`src/hw/rtl/ecu_csd_pkg.sv`:
```
// shared types, constants and descriptor tables for the can broadcast signal decoder
// used by ecu_csd_ctrl, ecu_csd_dp and ecu_can_broadcast_signal_decoder; no dependencies
package ecu_csd_pkg;

    localparam int unsigned ID_W        = 11;
    localparam int unsigned LEN_W       = 4;
    localparam int unsigned IDX_W       = 6;
    localparam int unsigned SLOT_W      = 4;
    localparam int unsigned VALUE_W     = 20;
    localparam int unsigned FRAME_COUNT = 11;

    localparam logic [ID_W-1:0] BASE_ID_RESET = 11'd512;

    // reciprocal of three, scaled by two to the RECIP_SHIFT
    localparam int unsigned   RECIP_SHIFT = 21;
    localparam logic [19:0]   RECIP_3     = 20'hAAAAB;
    localparam logic [20:0]   SUB_OFFSET  = 21'd40;

    typedef enum logic [2:0] {
        KIND_U8  = 3'd0,
        KIND_I8  = 3'd1,
        KIND_U16 = 3'd2,
        KIND_I16 = 3'd3,
        KIND_BIT = 3'd4
    } sig_kind_t;

    // tail_end: end byte of the next descriptor in the frame that needs the
    // fewest bytes, zero when this is the final descriptor of the frame
    typedef struct packed {
        sig_kind_t   kind;
        logic [5:0]  pos;
        logic [5:0]  mul;
        logic        div3;
        logic        sub40;
        logic [3:0]  tail_end;
    } sig_desc_t;

    // controller to datapath
    typedef struct packed {
        logic             load;
        logic             issue;
        logic [IDX_W-1:0] idx;
    } ctl_cmd_t;

    // datapath to controller
    typedef struct packed {
        logic              frame_hit;
        logic [SLOT_W-1:0] slot;
        logic              pipe_busy;
    } dp_status_t;

    function automatic sig_desc_t mk(sig_kind_t k, logic [5:0] p, logic [5:0] m,
                                     logic d3, logic s40, logic [3:0] t);
        sig_desc_t d;
        d.kind     = k;
        d.pos      = p;
        d.mul      = m;
        d.div3     = d3;
        d.sub40    = s40;
        d.tail_end = t;
        return d;
    endfunction

    // fixed signal descriptor table
    function automatic sig_desc_t sig_desc(logic [IDX_W-1:0] idx);
        sig_desc_t d;
        unique case (idx)
            // frame 0
            6'd0:  d = mk(KIND_U16, 6'd0,  6'd1,  1'b0, 1'b0, 4'd4);
            6'd1:  d = mk(KIND_U16, 6'd2,  6'd1,  1'b0, 1'b0, 4'd5);
            6'd2:  d = mk(KIND_BIT, 6'd32, 6'd1,  1'b0, 1'b0, 4'd5);
            6'd3:  d = mk(KIND_BIT, 6'd33, 6'd1,  1'b0, 1'b0, 4'd5);
            6'd4:  d = mk(KIND_BIT, 6'd34, 6'd1,  1'b0, 1'b0, 4'd5);
            6'd5:  d = mk(KIND_BIT, 6'd35, 6'd1,  1'b0, 1'b0, 4'd5);
            6'd6:  d = mk(KIND_BIT, 6'd36, 6'd1,  1'b0, 1'b0, 4'd5);
            6'd7:  d = mk(KIND_BIT, 6'd37, 6'd1,  1'b0, 1'b0, 4'd5);
            6'd8:  d = mk(KIND_BIT, 6'd38, 6'd1,  1'b0, 1'b0, 4'd5);
            6'd9:  d = mk(KIND_BIT, 6'd39, 6'd1,  1'b0, 1'b0, 4'd6);
            6'd10: d = mk(KIND_U8,  6'd5,  6'd1,  1'b0, 1'b0, 4'd8);
            6'd11: d = mk(KIND_U16, 6'd6,  6'd1,  1'b0, 1'b0, 4'd0);
            // frame 1
            6'd12: d = mk(KIND_U16, 6'd0,  6'd1,  1'b0, 1'b0, 4'd4);
            6'd13: d = mk(KIND_I16, 6'd2,  6'd2,  1'b0, 1'b0, 4'd5);
            6'd14: d = mk(KIND_U8,  6'd4,  6'd50, 1'b0, 1'b0, 4'd6);
            6'd15: d = mk(KIND_U8,  6'd5,  6'd50, 1'b0, 1'b0, 4'd7);
            6'd16: d = mk(KIND_U8,  6'd6,  6'd1,  1'b0, 1'b0, 4'd8);
            6'd17: d = mk(KIND_U8,  6'd7,  6'd1,  1'b0, 1'b0, 4'd0);
            // frame 2
            6'd18: d = mk(KIND_I16, 6'd0,  6'd1,  1'b0, 1'b0, 4'd4);
            6'd19: d = mk(KIND_I16, 6'd2,  6'd1,  1'b0, 1'b0, 4'd6);
            6'd20: d = mk(KIND_I16, 6'd4,  6'd1,  1'b0, 1'b0, 4'd8);
            6'd21: d = mk(KIND_I16, 6'd6,  6'd1,  1'b0, 1'b0, 4'd0);
            // frame 3
            6'd22: d = mk(KIND_U16, 6'd0,  6'd1,  1'b1, 1'b0, 4'd3);
            6'd23: d = mk(KIND_U8,  6'd2,  6'd1,  1'b0, 1'b1, 4'd4);
            6'd24: d = mk(KIND_U8,  6'd3,  6'd1,  1'b0, 1'b1, 4'd5);
            6'd25: d = mk(KIND_U8,  6'd4,  6'd1,  1'b0, 1'b1, 4'd6);
            6'd26: d = mk(KIND_U8,  6'd5,  6'd1,  1'b0, 1'b1, 4'd7);
            6'd27: d = mk(KIND_U8,  6'd6,  6'd1,  1'b0, 1'b1, 4'd8);
            6'd28: d = mk(KIND_U8,  6'd7,  6'd50, 1'b0, 1'b0, 4'd0);
            // frame 4
            6'd29: d = mk(KIND_U16, 6'd2,  6'd1,  1'b1, 1'b0, 4'd5);
            6'd30: d = mk(KIND_U8,  6'd4,  6'd1,  1'b0, 1'b1, 4'd6);
            6'd31: d = mk(KIND_U8,  6'd5,  6'd1,  1'b0, 1'b1, 4'd8);
            6'd32: d = mk(KIND_U16, 6'd6,  6'd1,  1'b0, 1'b0, 4'd0);
            // frame 5
            6'd33: d = mk(KIND_U16, 6'd0,  6'd1,  1'b0, 1'b0, 4'd4);
            6'd34: d = mk(KIND_U16, 6'd2,  6'd1,  1'b0, 1'b0, 4'd6);
            6'd35: d = mk(KIND_U16, 6'd4,  6'd10, 1'b1, 1'b0, 4'd8);
            6'd36: d = mk(KIND_U16, 6'd6,  6'd1,  1'b0, 1'b0, 4'd0);
            // frame 6
            6'd37: d = mk(KIND_U16, 6'd0,  6'd1,  1'b0, 1'b0, 4'd4);
            6'd38: d = mk(KIND_U16, 6'd2,  6'd5,  1'b0, 1'b0, 4'd6);
            6'd39: d = mk(KIND_I16, 6'd4,  6'd1,  1'b0, 1'b0, 4'd8);
            6'd40: d = mk(KIND_I16, 6'd6,  6'd1,  1'b0, 1'b0, 4'd0);
            // frame 7
            6'd41: d = mk(KIND_U16, 6'd0,  6'd1,  1'b0, 1'b0, 4'd4);
            6'd42: d = mk(KIND_U16, 6'd2,  6'd1,  1'b0, 1'b0, 4'd6);
            6'd43: d = mk(KIND_U16, 6'd4,  6'd1,  1'b1, 1'b0, 4'd8);
            6'd44: d = mk(KIND_U16, 6'd6,  6'd1,  1'b0, 1'b0, 4'd0);
            // frame 8
            6'd45: d = mk(KIND_I8,  6'd0,  6'd1,  1'b0, 1'b0, 4'd2);
            6'd46: d = mk(KIND_I8,  6'd1,  6'd1,  1'b0, 1'b0, 4'd3);
            6'd47: d = mk(KIND_I8,  6'd2,  6'd1,  1'b0, 1'b0, 4'd4);
            6'd48: d = mk(KIND_I8,  6'd3,  6'd1,  1'b0, 1'b0, 4'd5);
            6'd49: d = mk(KIND_I8,  6'd4,  6'd1,  1'b0, 1'b0, 4'd6);
            6'd50: d = mk(KIND_I8,  6'd5,  6'd1,  1'b0, 1'b0, 4'd7);
            6'd51: d = mk(KIND_I8,  6'd6,  6'd1,  1'b0, 1'b0, 4'd8);
            6'd52: d = mk(KIND_I8,  6'd7,  6'd1,  1'b0, 1'b0, 4'd0);
            // frame 9
            6'd53: d = mk(KIND_U8,  6'd0,  6'd5,  1'b0, 1'b0, 4'd2);
            6'd54: d = mk(KIND_U8,  6'd1,  6'd5,  1'b0, 1'b0, 4'd3);
            6'd55: d = mk(KIND_U8,  6'd2,  6'd5,  1'b0, 1'b0, 4'd4);
            6'd56: d = mk(KIND_U8,  6'd3,  6'd5,  1'b0, 1'b0, 4'd5);
            6'd57: d = mk(KIND_U8,  6'd4,  6'd5,  1'b0, 1'b0, 4'd6);
            6'd58: d = mk(KIND_U8,  6'd5,  6'd5,  1'b0, 1'b0, 4'd7);
            6'd59: d = mk(KIND_U8,  6'd6,  6'd5,  1'b0, 1'b0, 4'd8);
            6'd60: d = mk(KIND_U8,  6'd7,  6'd5,  1'b0, 1'b0, 4'd0);
            // frame 10
            6'd61: d = mk(KIND_I8,  6'd0,  6'd1,  1'b0, 1'b0, 4'd2);
            6'd62: d = mk(KIND_I8,  6'd1,  6'd1,  1'b0, 1'b0, 4'd3);
            6'd63: d = mk(KIND_I8,  6'd2,  6'd1,  1'b0, 1'b0, 4'd0);
            default: d = mk(KIND_U8, 6'd0, 6'd1, 1'b0, 1'b0, 4'd0);
        endcase
        return d;
    endfunction

    // first descriptor of each frame slot
    function automatic logic [IDX_W-1:0] frame_first(logic [SLOT_W-1:0] slot);
        logic [IDX_W-1:0] f;
        unique case (slot)
            4'd0:    f = 6'd0;
            4'd1:    f = 6'd12;
            4'd2:    f = 6'd18;
            4'd3:    f = 6'd22;
            4'd4:    f = 6'd29;
            4'd5:    f = 6'd33;
            4'd6:    f = 6'd37;
            4'd7:    f = 6'd41;
            4'd8:    f = 6'd45;
            4'd9:    f = 6'd53;
            4'd10:   f = 6'd61;
            default: f = 6'd0;
        endcase
        return f;
    endfunction

    // last descriptor of each frame slot
    function automatic logic [IDX_W-1:0] frame_last(logic [SLOT_W-1:0] slot);
        logic [IDX_W-1:0] l;
        unique case (slot)
            4'd0:    l = 6'd11;
            4'd1:    l = 6'd17;
            4'd2:    l = 6'd21;
            4'd3:    l = 6'd28;
            4'd4:    l = 6'd32;
            4'd5:    l = 6'd36;
            4'd6:    l = 6'd40;
            4'd7:    l = 6'd44;
            4'd8:    l = 6'd52;
            4'd9:    l = 6'd60;
            4'd10:   l = 6'd63;
            default: l = 6'd0;
        endcase
        return l;
    endfunction

endpackage

```
`src/hw/rtl/ecu_csd_ctrl.sv`:
```
// controller: walks the descriptor range of a matched frame, one per cycle
// depends on ecu_csd_pkg for command/status structs and frame range tables
module ecu_csd_ctrl
    import ecu_csd_pkg::*;
(
    input  logic       clk,
    input  logic       rst_n,
    input  logic       start,
    output logic       busy,
    input  dp_status_t status,
    output ctl_cmd_t   cmd
);

    typedef enum logic [2:0] {
        ST_IDLE  = 3'b001,
        ST_RUN   = 3'b010,
        ST_DRAIN = 3'b100
    } ctl_state_t;

    ctl_state_t       state_reg, state_next;
    logic [IDX_W-1:0] idx_reg, idx_next;
    logic [IDX_W-1:0] last_idx_reg, last_idx_next;

    // state and descriptor counter
    always_ff @(posedge clk or negedge rst_n)
    begin
        if (!rst_n)
        begin
            state_reg    <= ST_IDLE;
            idx_reg      <= '0;
            last_idx_reg <= '0;
        end
        else
        begin
            state_reg    <= state_next;
            idx_reg      <= idx_next;
            last_idx_reg <= last_idx_next;
        end
    end

    // next state and commands
    always_comb
    begin
        state_next    = state_reg;
        idx_next      = idx_reg;
        last_idx_next = last_idx_reg;
        cmd.load      = 1'b0;
        cmd.issue     = 1'b0;
        cmd.idx       = idx_reg;
        unique case (state_reg)
            ST_IDLE:
            begin
                cmd.load = start;
                if (start && status.frame_hit)
                begin
                    idx_next      = frame_first(status.slot);
                    last_idx_next = frame_last(status.slot);
                    state_next    = ST_RUN;
                end
            end
            ST_RUN:
            begin
                cmd.issue = 1'b1;
                idx_next  = idx_reg + 1'b1;
                if (idx_reg == last_idx_reg)
                begin
                    state_next = ST_DRAIN;
                end
            end
            ST_DRAIN:
            begin
                if (!status.pipe_busy)
                begin
                    state_next = ST_IDLE;
                end
            end
            default:
            begin
                state_next = ST_IDLE;
            end
        endcase
    end

    assign busy = (state_reg != ST_IDLE);

endmodule

```
`src/hw/rtl/ecu_csd_dp.sv`:
```
// datapath: frame capture, identifier window, byte extraction and scaling pipeline
// depends on ecu_csd_pkg for the descriptor table, structs and constants
module ecu_csd_dp
    import ecu_csd_pkg::*;
(
    input  logic                      clk,
    input  logic                      rst_n,
    input  ctl_cmd_t                  cmd,
    output dp_status_t                status,
    input  logic                      cfg_we,
    input  logic [ID_W-1:0]           cfg_data,
    input  logic [ID_W-1:0]           can_id,
    input  logic [LEN_W-1:0]          frame_length,
    input  logic [63:0]               frame_bytes,
    output logic                      result_strobe,
    output logic [IDX_W-1:0]          signal_index,
    output logic signed [VALUE_W-1:0] signal_value,
    output logic                      last_of_frame
);

    logic [ID_W-1:0]  base_id_reg;
    logic [LEN_W-1:0] len_reg;
    logic [63:0]      bytes_reg;

    // base identifier register
    always_ff @(posedge clk or negedge rst_n)
    begin
        if (!rst_n)
        begin
            base_id_reg <= BASE_ID_RESET;
        end
        else if (cfg_we)
        begin
            base_id_reg <= cfg_data;
        end
    end

    // frame capture on the accepted beat
    always_ff @(posedge clk)
    begin
        if (cmd.load)
        begin
            len_reg   <= frame_length;
            bytes_reg <= frame_bytes;
        end
    end

    // identifier window, no wraparound past the top identifier
    logic [ID_W:0] id_diff;
    assign id_diff = {1'b0, can_id} - {1'b0, base_id_reg};

    assign status.frame_hit = !id_diff[ID_W] && (id_diff[ID_W-1:0] < ID_W'(FRAME_COUNT));
    assign status.slot      = id_diff[SLOT_W-1:0];

    // stage 0: descriptor lookup and raw field extraction
    sig_desc_t          desc;
    logic [2:0]         byte_pos;
    logic [3:0]         need;
    logic [3:0]         end_pos;
    logic               present;
    logic [15:0]        window;
    logic [7:0]         lo;
    logic signed [16:0] raw;
    logic signed [23:0] prod_full;
    logic               last0;

    always_comb
    begin
        desc     = sig_desc(cmd.idx);
        byte_pos = (desc.kind == KIND_BIT) ? desc.pos[5:3] : desc.pos[2:0];
        need     = ((desc.kind == KIND_U16) || (desc.kind == KIND_I16)) ? 4'd2 : 4'd1;
        end_pos  = {1'b0, byte_pos} + need;
        present  = (end_pos <= len_reg);
        window   = 16'(bytes_reg >> {byte_pos, 3'b000});
        lo       = window[7:0];
        unique case (desc.kind)
            KIND_U8:  raw = {9'b0, lo};
            KIND_I8:  raw = {{9{lo[7]}}, lo};
            KIND_U16: raw = {1'b0, window};
            KIND_I16: raw = {window[15], window};
            KIND_BIT: raw = {16'b0, lo[desc.pos[2:0]]};
            default:  raw = '0;
        endcase
        prod_full = raw * $signed({1'b0, desc.mul});
        last0     = (desc.tail_end == 4'd0) || (desc.tail_end > len_reg);
    end

    // stage 1: scaled product
    logic              s1_valid_reg;
    logic [IDX_W-1:0]  s1_idx_reg;
    logic [20:0]       s1_prod_reg;
    logic              s1_div3_reg;
    logic              s1_sub40_reg;
    logic              s1_last_reg;

    // stage 2: magnitude times reciprocal
    logic              s2_valid_reg;
    logic [IDX_W-1:0]  s2_idx_reg;
    logic [40:0]       s2_scaled_reg;
    logic [40:0]       s2_scaled_next;
    logic              s2_neg_reg;
    logic              s2_sub40_reg;
    logic              s2_last_reg;

    logic              result_strobe_reg;
    logic [IDX_W-1:0]  signal_index_reg;
    logic [VALUE_W-1:0] signal_value_reg;
    logic [VALUE_W-1:0] signal_value_next;
    logic              last_of_frame_reg;

    always_ff @(posedge clk or negedge rst_n)
    begin
        if (!rst_n)
        begin
            s1_valid_reg      <= 1'b0;
            s2_valid_reg      <= 1'b0;
            result_strobe_reg <= 1'b0;
        end
        else
        begin
            s1_valid_reg      <= cmd.issue && present;
            s2_valid_reg      <= s1_valid_reg;
            result_strobe_reg <= s2_valid_reg;
        end
    end

    // sign and magnitude, divide by three through the reciprocal
    logic [20:0] neg_prod;
    logic [19:0] mag;
    logic [39:0] recip_prod;

    always_comb
    begin
        neg_prod       = 21'd0 - s1_prod_reg;
        mag            = s1_prod_reg[20] ? neg_prod[19:0] : s1_prod_reg[19:0];
        recip_prod     = mag * RECIP_3;
        s2_scaled_next = s1_div3_reg ? {1'b0, recip_prod} : {mag, 21'b0};
    end

    // restore sign and apply the offset
    logic [19:0] quo;
    logic [20:0] quo_signed;
    logic [20:0] val_full;

    always_comb
    begin
        quo               = s2_scaled_reg[40:RECIP_SHIFT];
        quo_signed        = s2_neg_reg ? (21'd0 - {1'b0, quo}) : {1'b0, quo};
        val_full          = s2_sub40_reg ? (quo_signed - SUB_OFFSET) : quo_signed;
        signal_value_next = val_full[VALUE_W-1:0];
    end

    // pipeline payload
    always_ff @(posedge clk)
    begin
        s1_idx_reg        <= cmd.idx;
        s1_prod_reg       <= prod_full[20:0];
        s1_div3_reg       <= desc.div3;
        s1_sub40_reg      <= desc.sub40;
        s1_last_reg       <= last0;
        s2_idx_reg        <= s1_idx_reg;
        s2_scaled_reg     <= s2_scaled_next;
        s2_neg_reg        <= s1_prod_reg[20];
        s2_sub40_reg      <= s1_sub40_reg;
        s2_last_reg       <= s1_last_reg;
        signal_index_reg  <= s2_idx_reg;
        signal_value_reg  <= signal_value_next;
        last_of_frame_reg <= s2_last_reg;
    end

    assign status.pipe_busy = s1_valid_reg || s2_valid_reg;

    assign result_strobe = result_strobe_reg;
    assign signal_index  = signal_index_reg;
    assign signal_value  = signal_value_reg;
    assign last_of_frame = last_of_frame_reg;

endmodule

```
`src/hw/rtl/ecu_can_broadcast_signal_decoder.sv`:
```
// top level of the can broadcast signal decoder: busy rises the cycle after a matching
// frame is taken; the first result follows that beat through the run state and the
// s1, s2 and output registers, then one per cycle, with a gap for each field past the length
// a matching frame holds busy through the one-per-cycle descriptor walk and the drain of
// the three-stage scaling pipeline; a frame outside the identifier window gives nothing
// reset clears control and sets base_id to 512; results cannot be held off by the receiver
module ecu_can_broadcast_signal_decoder
    import ecu_csd_pkg::*;
(
    input  logic                      clk,
    input  logic                      rst_n,
    input  logic                      start,
    output logic                      busy,
    input  logic [ID_W-1:0]           can_id,
    input  logic [LEN_W-1:0]          frame_length,
    input  logic [7:0]                data_byte_0,
    input  logic [7:0]                data_byte_1,
    input  logic [7:0]                data_byte_2,
    input  logic [7:0]                data_byte_3,
    input  logic [7:0]                data_byte_4,
    input  logic [7:0]                data_byte_5,
    input  logic [7:0]                data_byte_6,
    input  logic [7:0]                data_byte_7,
    input  logic                      cfg_valid,
    output logic                      cfg_ready,
    input  logic [ID_W-1:0]           cfg_data,
    output logic                      result_strobe,
    output logic [IDX_W-1:0]          signal_index,
    output logic signed [VALUE_W-1:0] signal_value,
    output logic                      last_of_frame
);

    ctl_cmd_t   cmd;
    dp_status_t status;
    logic       ctl_busy;
    logic       cmd_load;
    ctl_cmd_t   cmd_gated;

    // payload bytes, offset zero in the low byte
    logic [63:0] frame_bytes;
    assign frame_bytes = {data_byte_7, data_byte_6, data_byte_5, data_byte_4,
                          data_byte_3, data_byte_2, data_byte_1, data_byte_0};

    // configuration beats are always taken
    assign cfg_ready = 1'b1;

    // frame beat only when idle
    assign cmd_load        = cmd.load && !ctl_busy;
    assign cmd_gated.load  = cmd_load;
    assign cmd_gated.issue = cmd.issue;
    assign cmd_gated.idx   = cmd.idx;

    ecu_csd_ctrl u_ctrl (
        .clk    (clk),
        .rst_n  (rst_n),
        .start  (start),
        .busy   (ctl_busy),
        .status (status),
        .cmd    (cmd)
    );

    ecu_csd_dp u_dp (
        .clk           (clk),
        .rst_n         (rst_n),
        .cmd           (cmd_gated),
        .status        (status),
        .cfg_we        (cfg_valid && cfg_ready),
        .cfg_data      (cfg_data),
        .can_id        (can_id),
        .frame_length  (frame_length),
        .frame_bytes   (frame_bytes),
        .result_strobe (result_strobe),
        .signal_index  (signal_index),
        .signal_value  (signal_value),
        .last_of_frame (last_of_frame)
    );

    assign busy = ctl_busy;

endmodule

```
`config.mk`:
```
export PLATFORM = sky130hd
export DESIGN_NAME = ecu_can_broadcast_signal_decoder
export DESIGN_NICKNAME = d
export VERILOG_FILES = /design/src/hw/rtl/ecu_csd_pkg.sv /design/src/hw/rtl/ecu_csd_ctrl.sv /design/src/hw/rtl/ecu_csd_dp.sv /design/src/hw/rtl/ecu_can_broadcast_signal_decoder.sv
export SDC_FILE = /design/constraint.sdc
export NUM_CORES = 1
export LEC_CHECK = 0
export BUFFER_PORTS_ARGS = -buffer_cell sky130_fd_sc_hd__buf_4
export CAP_MARGIN = 30
export CELL_PAD_IN_SITES_DETAIL_PLACEMENT = 1
export CELL_PAD_IN_SITES_GLOBAL_PLACEMENT = 1
export CORE_MARGIN = 4
export CORE_UTILIZATION = 45
export DETAILED_ROUTE_END_ITERATION = 6
export GPL_ROUTABILITY_DRIVEN = 0
export PLACE_DENSITY_LB_ADDON = 0.1
export SYNTH_ARGS = -nofsm -noshare
export SYNTH_HDL_FRONTEND = slang
export SYNTH_SLANG_ARGS = --single-unit
```
`constraint.sdc`:
```
create_clock -name clk -period 9.4 [get_ports clk]
set_input_delay 2.82 -clock clk [delete_from_list [all_inputs] [get_ports clk]]
set_output_delay 2.82 -clock clk [all_outputs]
set_load 0.01 [all_outputs]
```
==> Word level (Yosys, flattened, before mapping) <==
Memories as Yosys holds them, arrays and structs flattened. A register that Yosys moved wholly into a read port is not among the register bits.
Index checks and enable logic that the tools add are counted.
{ "classes": {"shift": 1, "muxes": 17, "n_addsub": 6, "multipliers": 2, "n_reduce_logical": 16, "n_eq_ne": 12, "order_cmp": 4} }
{ "ops": {"columns": ["operator", "n"], "rows": [
  ["17-bit one-hot mux with 5 select lines", 1],
  ["64-bit by 6-bit >> shifter with 16-bit output", 1],
  ["20-bit two-way mux", 3],
  ["20-bit by 20-bit multiplier with 40-bit output (second input constant)", 1],
  ["40-bit two-way mux", 1],
  ["1-bit by 20-bit subtractor with 20-bit output (first input constant)", 2],
  ["17-bit by 7-bit multiplier with 21-bit output", 1],
  ["20-bit by 6-bit subtractor with 20-bit output (second input constant)", 1],
  ["3-bit two-way mux", 4],
  ["6-bit one-hot mux with 2 select lines", 1],
  ["11-bit by 11-bit subtractor with 12-bit output", 1],
  ["11-bit by 4-bit less-than comparator with 1-bit output (second input constant)", 1],
  ["3-bit by 2-bit == test with 1-bit output (second input constant)", 3],
  ["3-bit one-hot mux with 3 select lines", 1],
  ["6-bit by 1-bit adder with 6-bit output (second input constant)", 1],
  ["3-bit by 1-bit == test with 1-bit output (second input constant)", 2],
  ["3-bit == test (second input constant)", 2],
  ["6-bit == test", 1],
  ["6-bit two-way mux", 1],
  ["3-bit by 4-bit adder with 4-bit output", 1],
  ["4-bit greater-than comparator", 1],
  ["4-bit less-or-equal comparator", 1],
  ["1-bit logical AND", 4],
  ["4-bit zero test", 1],
  ["13 further kinds", 21]
]} }
{ "word_totals": {"inputBits": 94, "regBits": 177, "output_inout_bits": 30, "rom_bits": 1408, "mem_count": 3} }
{ "mem_list": {"columns": ["name", "depth", "width", "read_ports", "rd_ports_with_merged_regs", "wr", "line_no", "rtl"], "rows": [
  ["(name not given)", 64, 19, 1, 0, 0, "ecu_csd_pkg.sv:67", "unique case (idx)"],
  ["(name not given)", 16, 6, 1, 0, 0, "ecu_csd_pkg.sv:151", "unique case (slot)"],
  ["(name not given)", 16, 6, 1, 1, 0, "ecu_csd_pkg.sv:171", "unique case (slot)"]
]} }

==> Longest topological paths before layout <==
An unclocked memory read counts as a cell.
{ "depth": {"depth_word": 8, "depth_mapped": 34} }

==> Modules after synthesis <==
Synthesis repeated with hierarchy kept, for this count alone.
{ "hier_totals": {"cells_unflattened": 1979, "area_unflattened_um2": 19307.3} }
{ "by_module_without_submodules": {"columns": ["mod", "area_per_inst_um2", "seq_area_each_um2", "instances", "cells_each"], "rows": [
  ["ecu_csd_dp", 18253.8, 4115.2, 1, 1870],
  ["ecu_csd_ctrl", 1028.5, 376.6, 1, 106],
  ["ecu_can_broadcast_signal_decoder", 25.0, 0.0, 1, 3]
]} }

==> Worst setup path after synthesis <==
Ideal clock, no wire load.
{ "synth_timing": {"path_type": "register -> register", "startpoint": "register u_dp.s1_prod_reg[7]", "endpoint": "register u_dp.s2_scaled_reg[38]", "setup_time_ps": 79, "t_required_ps": 9321, "path_stages_with_launch": 27, "arrival_time_ps": 7544, "setup_slack_ps": 1776, "path_cell_list": "dfxtp_1 > or3_1 > o41ai_1 > nand2_1 > xnor2_1 > inv_1 > ha_1 > ha_1 > inv_1 > fa_1 > inv_1 > fa_1 > inv_1 > fa_1 > inv_1 > fa_1 > fa_1 > ha_1 > nand2_1 > o21ai_0 > a211o_1 > o211a_1 > a31o_2 > a31o_2 > a221oi_1 > mux2_2 > o211ai_1"} }
{ "synth_between": {"elab_chain_len": 4} }
{ "synth_rtl": {"columns": ["element", "line_no", "rtl"], "rows": [
  ["start: declaration", "ecu_csd_dp.sv:91", "logic [20:0] s1_prod_reg;"],
  ["start signal: assignment", "ecu_csd_dp.sv:157", "s1_prod_reg <= prod_full[20:0];"],
  ["1-bit by 20-bit subtractor with 20-bit output", "ecu_csd_dp.sv:134", "neg_prod = 21'd0 - s1_prod_reg;"],
  ["20-bit two-way mux *", "ecu_csd_dp.sv:135", "mag = s1_prod_reg[20] ? neg_prod[19:0] : s1_prod_reg[19:0];"],
  ["20-bit by 20-bit multiplier with 40-bit output", "ecu_csd_dp.sv:136", "recip_prod = mag * RECIP_3;"],
  ["40-bit two-way mux *", "ecu_csd_dp.sv:137", "s2_scaled_next = s1_div3_reg ? {1'b0, recip_prod} : {mag, 21'b0};"],
  ["via u_dp.s2_scaled_next[38]", "ecu_csd_dp.sv:100", "logic [40:0] s2_scaled_next;"],
  ["end signal: assignment", "ecu_csd_dp.sv:162", "s2_scaled_reg <= s2_scaled_next;"],
  ["end: declaration", "ecu_csd_dp.sv:99", "logic [40:0] s2_scaled_reg;"]
]} }
The timed path passes the listed nets; every way through them passes the cells marked *.
A chain may end at the register's enable or synchronous reset.

==> Worst setup path in the final report <==
{ "layout_timing": {"startpoint": "register u_dp.s1_prod_reg[0]", "endpoint": "register u_dp.s2_scaled_reg[38]"} }
Same word-level chain as after synthesis.

==> metrics.yaml <==
run_status:
  status: "complete, no violations"
grt:
  grt_pass1_wl_mm: 86.4
  grt_overflow: 0
  antenna_found_initial: 0
  grt_usage: 0.229
  grt_pass1_vias: 16100
  grt_max_degree: 69
clock_network:
  cts_max_path_buffers: 2
  cts_root_buffer: "clkbuf_16"
  clkTransAtPathRegs_ns: 0.08
  cts_sinks: 183
  cts_buffers: 17
  h-tree-depth: 4
  cts_tree: "yes"
  hold_buffers: 0
  post-cts-setup-buffer-count: 0
  clk_latency_ns: 0.48
worst_hold_path:
  hp-class: "register to register"
route:
  first_pass_iters: 5
  avgViaCountPerCell: 5.37
  vias: 14700
  wl_per_cell_um: 19.3
  totalWireLength_mm: 53.0
  drc: 0
  drt-initial-drc-count: 666
  ant_nets: 0
timing:
  finalCriticalPeriod_ns: 8.78
  timing.fmax_mhz: 114
  timing.hold.ws_ns: 0.328
  hold_viol: 0
  fin_worst_skew_ns: 0.0329
  finalMaxSlewViolations: 0
  max-slew-margin-rel: 0.341
  period_share: 0.934
  grt_setup_unrepaired: "no"
  finalSetupViolCount: 0
  fin_setup_tns_ns: 0
  worstMarginPinSlew_ns: 0.988
critical_path:
  worstPathRequired_ns: 9.77
  slowest_delay_ns: 0.56
  cp_slowest_cell: "fa_1"
  worstSetupStartpointType: "register"
  crit_fanout: 7
  worst_path_most_repeated_cell: "inv_1"
  endpoint_kind: "register"
  worst-endpoint-arrival_ns: 9.15
  critPathKind: "register to register"
cells_and_area:
  nNetsFinal: 2716
  most-common-layout-cells: "inv_1, ha_1, fa_1, buf_4, nand2_1"
  drive_above_1_share: 0.118
  diodes: 0
  num-fill-cells: 4983
  utilization: 0.511
  largest_register_ffs: 64
  syn2layout_area_growth_pct: 11.8
  layout_commonest_cell: "inv_1"
logic_synthesis:
  avgSynthCellArea_um2: 9.77
  ys.flop_type: "dfxtp_1"
  syn_nets: 2591
  synth_cell_type_count: 95
  yosys_warnings: 0
  synth_edf_count: 68
  seq_area_frac_synth: 0.228
  synth_seq_cells: 183
  synth_cells: 2020
  synth_area_um2: 19700
  ys_async_sr_fraction: 0.158
die:
  num_rows: 76
  core_um2: 43200
  ios: 124
  start_util: 0.457
  chipHeight_um: 217
  die_w_um: 217
  die-area_um2: 47300
placement:
  numPortBuffers: 122
  dpl.hpwl_mm: 44.0
flow_run:
  cap_violations: 0
-- cells in the mapped netlist, types with 9 or more instances --
| cell type | n | share of area |
|---|---|---|
| o21a_1 | 10 | 0.0038 |
| clkbuf_1 | 34 | 0.0065 |
| fa_1 | 205 | 0.21 |
| buf_2 | 13 | 0.0033 |
| nor3_1 | 23 | 0.0058 |
| mux2i_1 | 33 | 0.017 |
| o211ai_1 | 10 | 0.0038 |
| nand3b_1 | 9 | 0.0034 |
| nand3_1 | 42 | 0.011 |
| dfxtp_1 | 86 | 0.087 |
| o21ai_0 | 75 | 0.019 |
| inv_1 | 346 | 0.066 |
| nand2b_1 | 28 | 0.0089 |
| ha_1 | 272 | 0.17 |
| dfrtp_1 | 27 | 0.034 |
| edfxtp_1 | 68 | 0.10 |
| a31oi_1 | 14 | 0.0044 |
| nor2_1 | 96 | 0.018 |
| xnor2_1 | 57 | 0.025 |
| xor2_1 | 42 | 0.019 |
| nor2b_1 | 13 | 0.0041 |
| and3_1 | 15 | 0.0048 |
| mux2_2 | 11 | 0.0063 |
| a21o_1 | 24 | 0.0091 |
| and2_1 | 20 | 0.0063 |
| o41ai_1 | 9 | 0.0040 |
| o31ai_1 | 15 | 0.0057 |
| or3_1 | 16 | 0.0051 |
| a211oi_1 | 14 | 0.0053 |
| a21oi_1 | 83 | 0.021 |
| nand2_1 | 133 | 0.025 |
-- through the flow --
stage	std cells	area [um2]	setup slack (ns)
floorplan	2020	19700	1.78
global placement	2707	21400	0.127
detailed placement	2710	21400	0.0156
CTS	2742	22000	0.135
global route	2743	22000	0.129
finish	2743	22000	0.625
-- kinds of logic (layout without fill, tap and decap cells) --
logic type / after synthesis / in the layout / synth area share
other: 1 / 1 / 0.000190
DFF: 183 / 183 / 0.228
xor gates and xnor gates: 100 / 100 / 0.0451
and+or+nand+nor: 443 / 443 / 0.110
buffers and inverters: 406 / 544 / 0.0808
adders and majority gates: 477 / 477 / 0.381
muxes: 49 / 49 / 0.0280
AOI/OAI and AO/OA: 361 / 361 / 0.127
-- critical path, delay by kind of cell (launching register included) --
| family | cells | cell delay, ns |
|---|---|---|
| AND/OR/NAND/NOR | 2 | 0.47 |
| flip-flops | 1 | 0.47 |
| XOR/XNOR | 1 | 0.31 |
| buffers and inverters | 6 | 0.78 |
| adder cells (fa/ha/maj) | 9 | 3.83 |
| AO/OA/AOI/OAI | 9 | 2.43 |
| multiplexers | 1 | 0.39 |
-- path summary, 6_finish.rpt --
path / from / end / slack, ns / cells past startpoint
worst max register to register: u_dp.s1_prod_reg[0] / u_dp.s2_scaled_reg[38] / 0.62 / 28
min in group asynchronous: rst_n / u_dp.base_id_reg[5] / 2.27 / 1
worst min register to register: u_dp.s1_idx_reg[2] / u_dp.s2_idx_reg[2] / 0.33 / 0
max in group asynchronous: rst_n / u_ctrl.state_reg[0] / 6.80 / 1
worst min-delay path: u_dp.s1_idx_reg[2] / u_dp.s2_idx_reg[2] / 0.33 / 0
worst max-delay path: u_dp.s1_prod_reg[0] / u_dp.s2_scaled_reg[38] / 0.62 / 28
-- layout make-up --
type,instances,area (um2),share of cell area
inverter,346,1300,0.0589
clock buffer,18,429,0.0195
clock inverter,14,161,0.00732
sequential,183,4490,0.204
multi-input combinational,1431,13700,0.621
timing repair buffer,166,1250,0.0565
tap,585,732,0.0332
-- metal layers --
layer,wire length (um),part of all wire,GRT usage,vias up
li1,-,-,-,7053
met1,23300,0.44,0.296,7349
met2,26500,0.50,0.401,267
met3,1770,0.033,0.0328,63
met4,1450,0.027,0.0695,0
met5,0,0,0,-
-- timing repair --
| item | in CTS | in global routing |
|---|---|---|
| resized for setup | 1 | 4 |
| endpoints found under the setup margin | 1 | 3 |
| hold endpoints to repair | 0 | 0 |
Power is left out: the tool's default activity adds up to more than one toggle a clock period on the data nets, which glitch-free logic cannot reach.
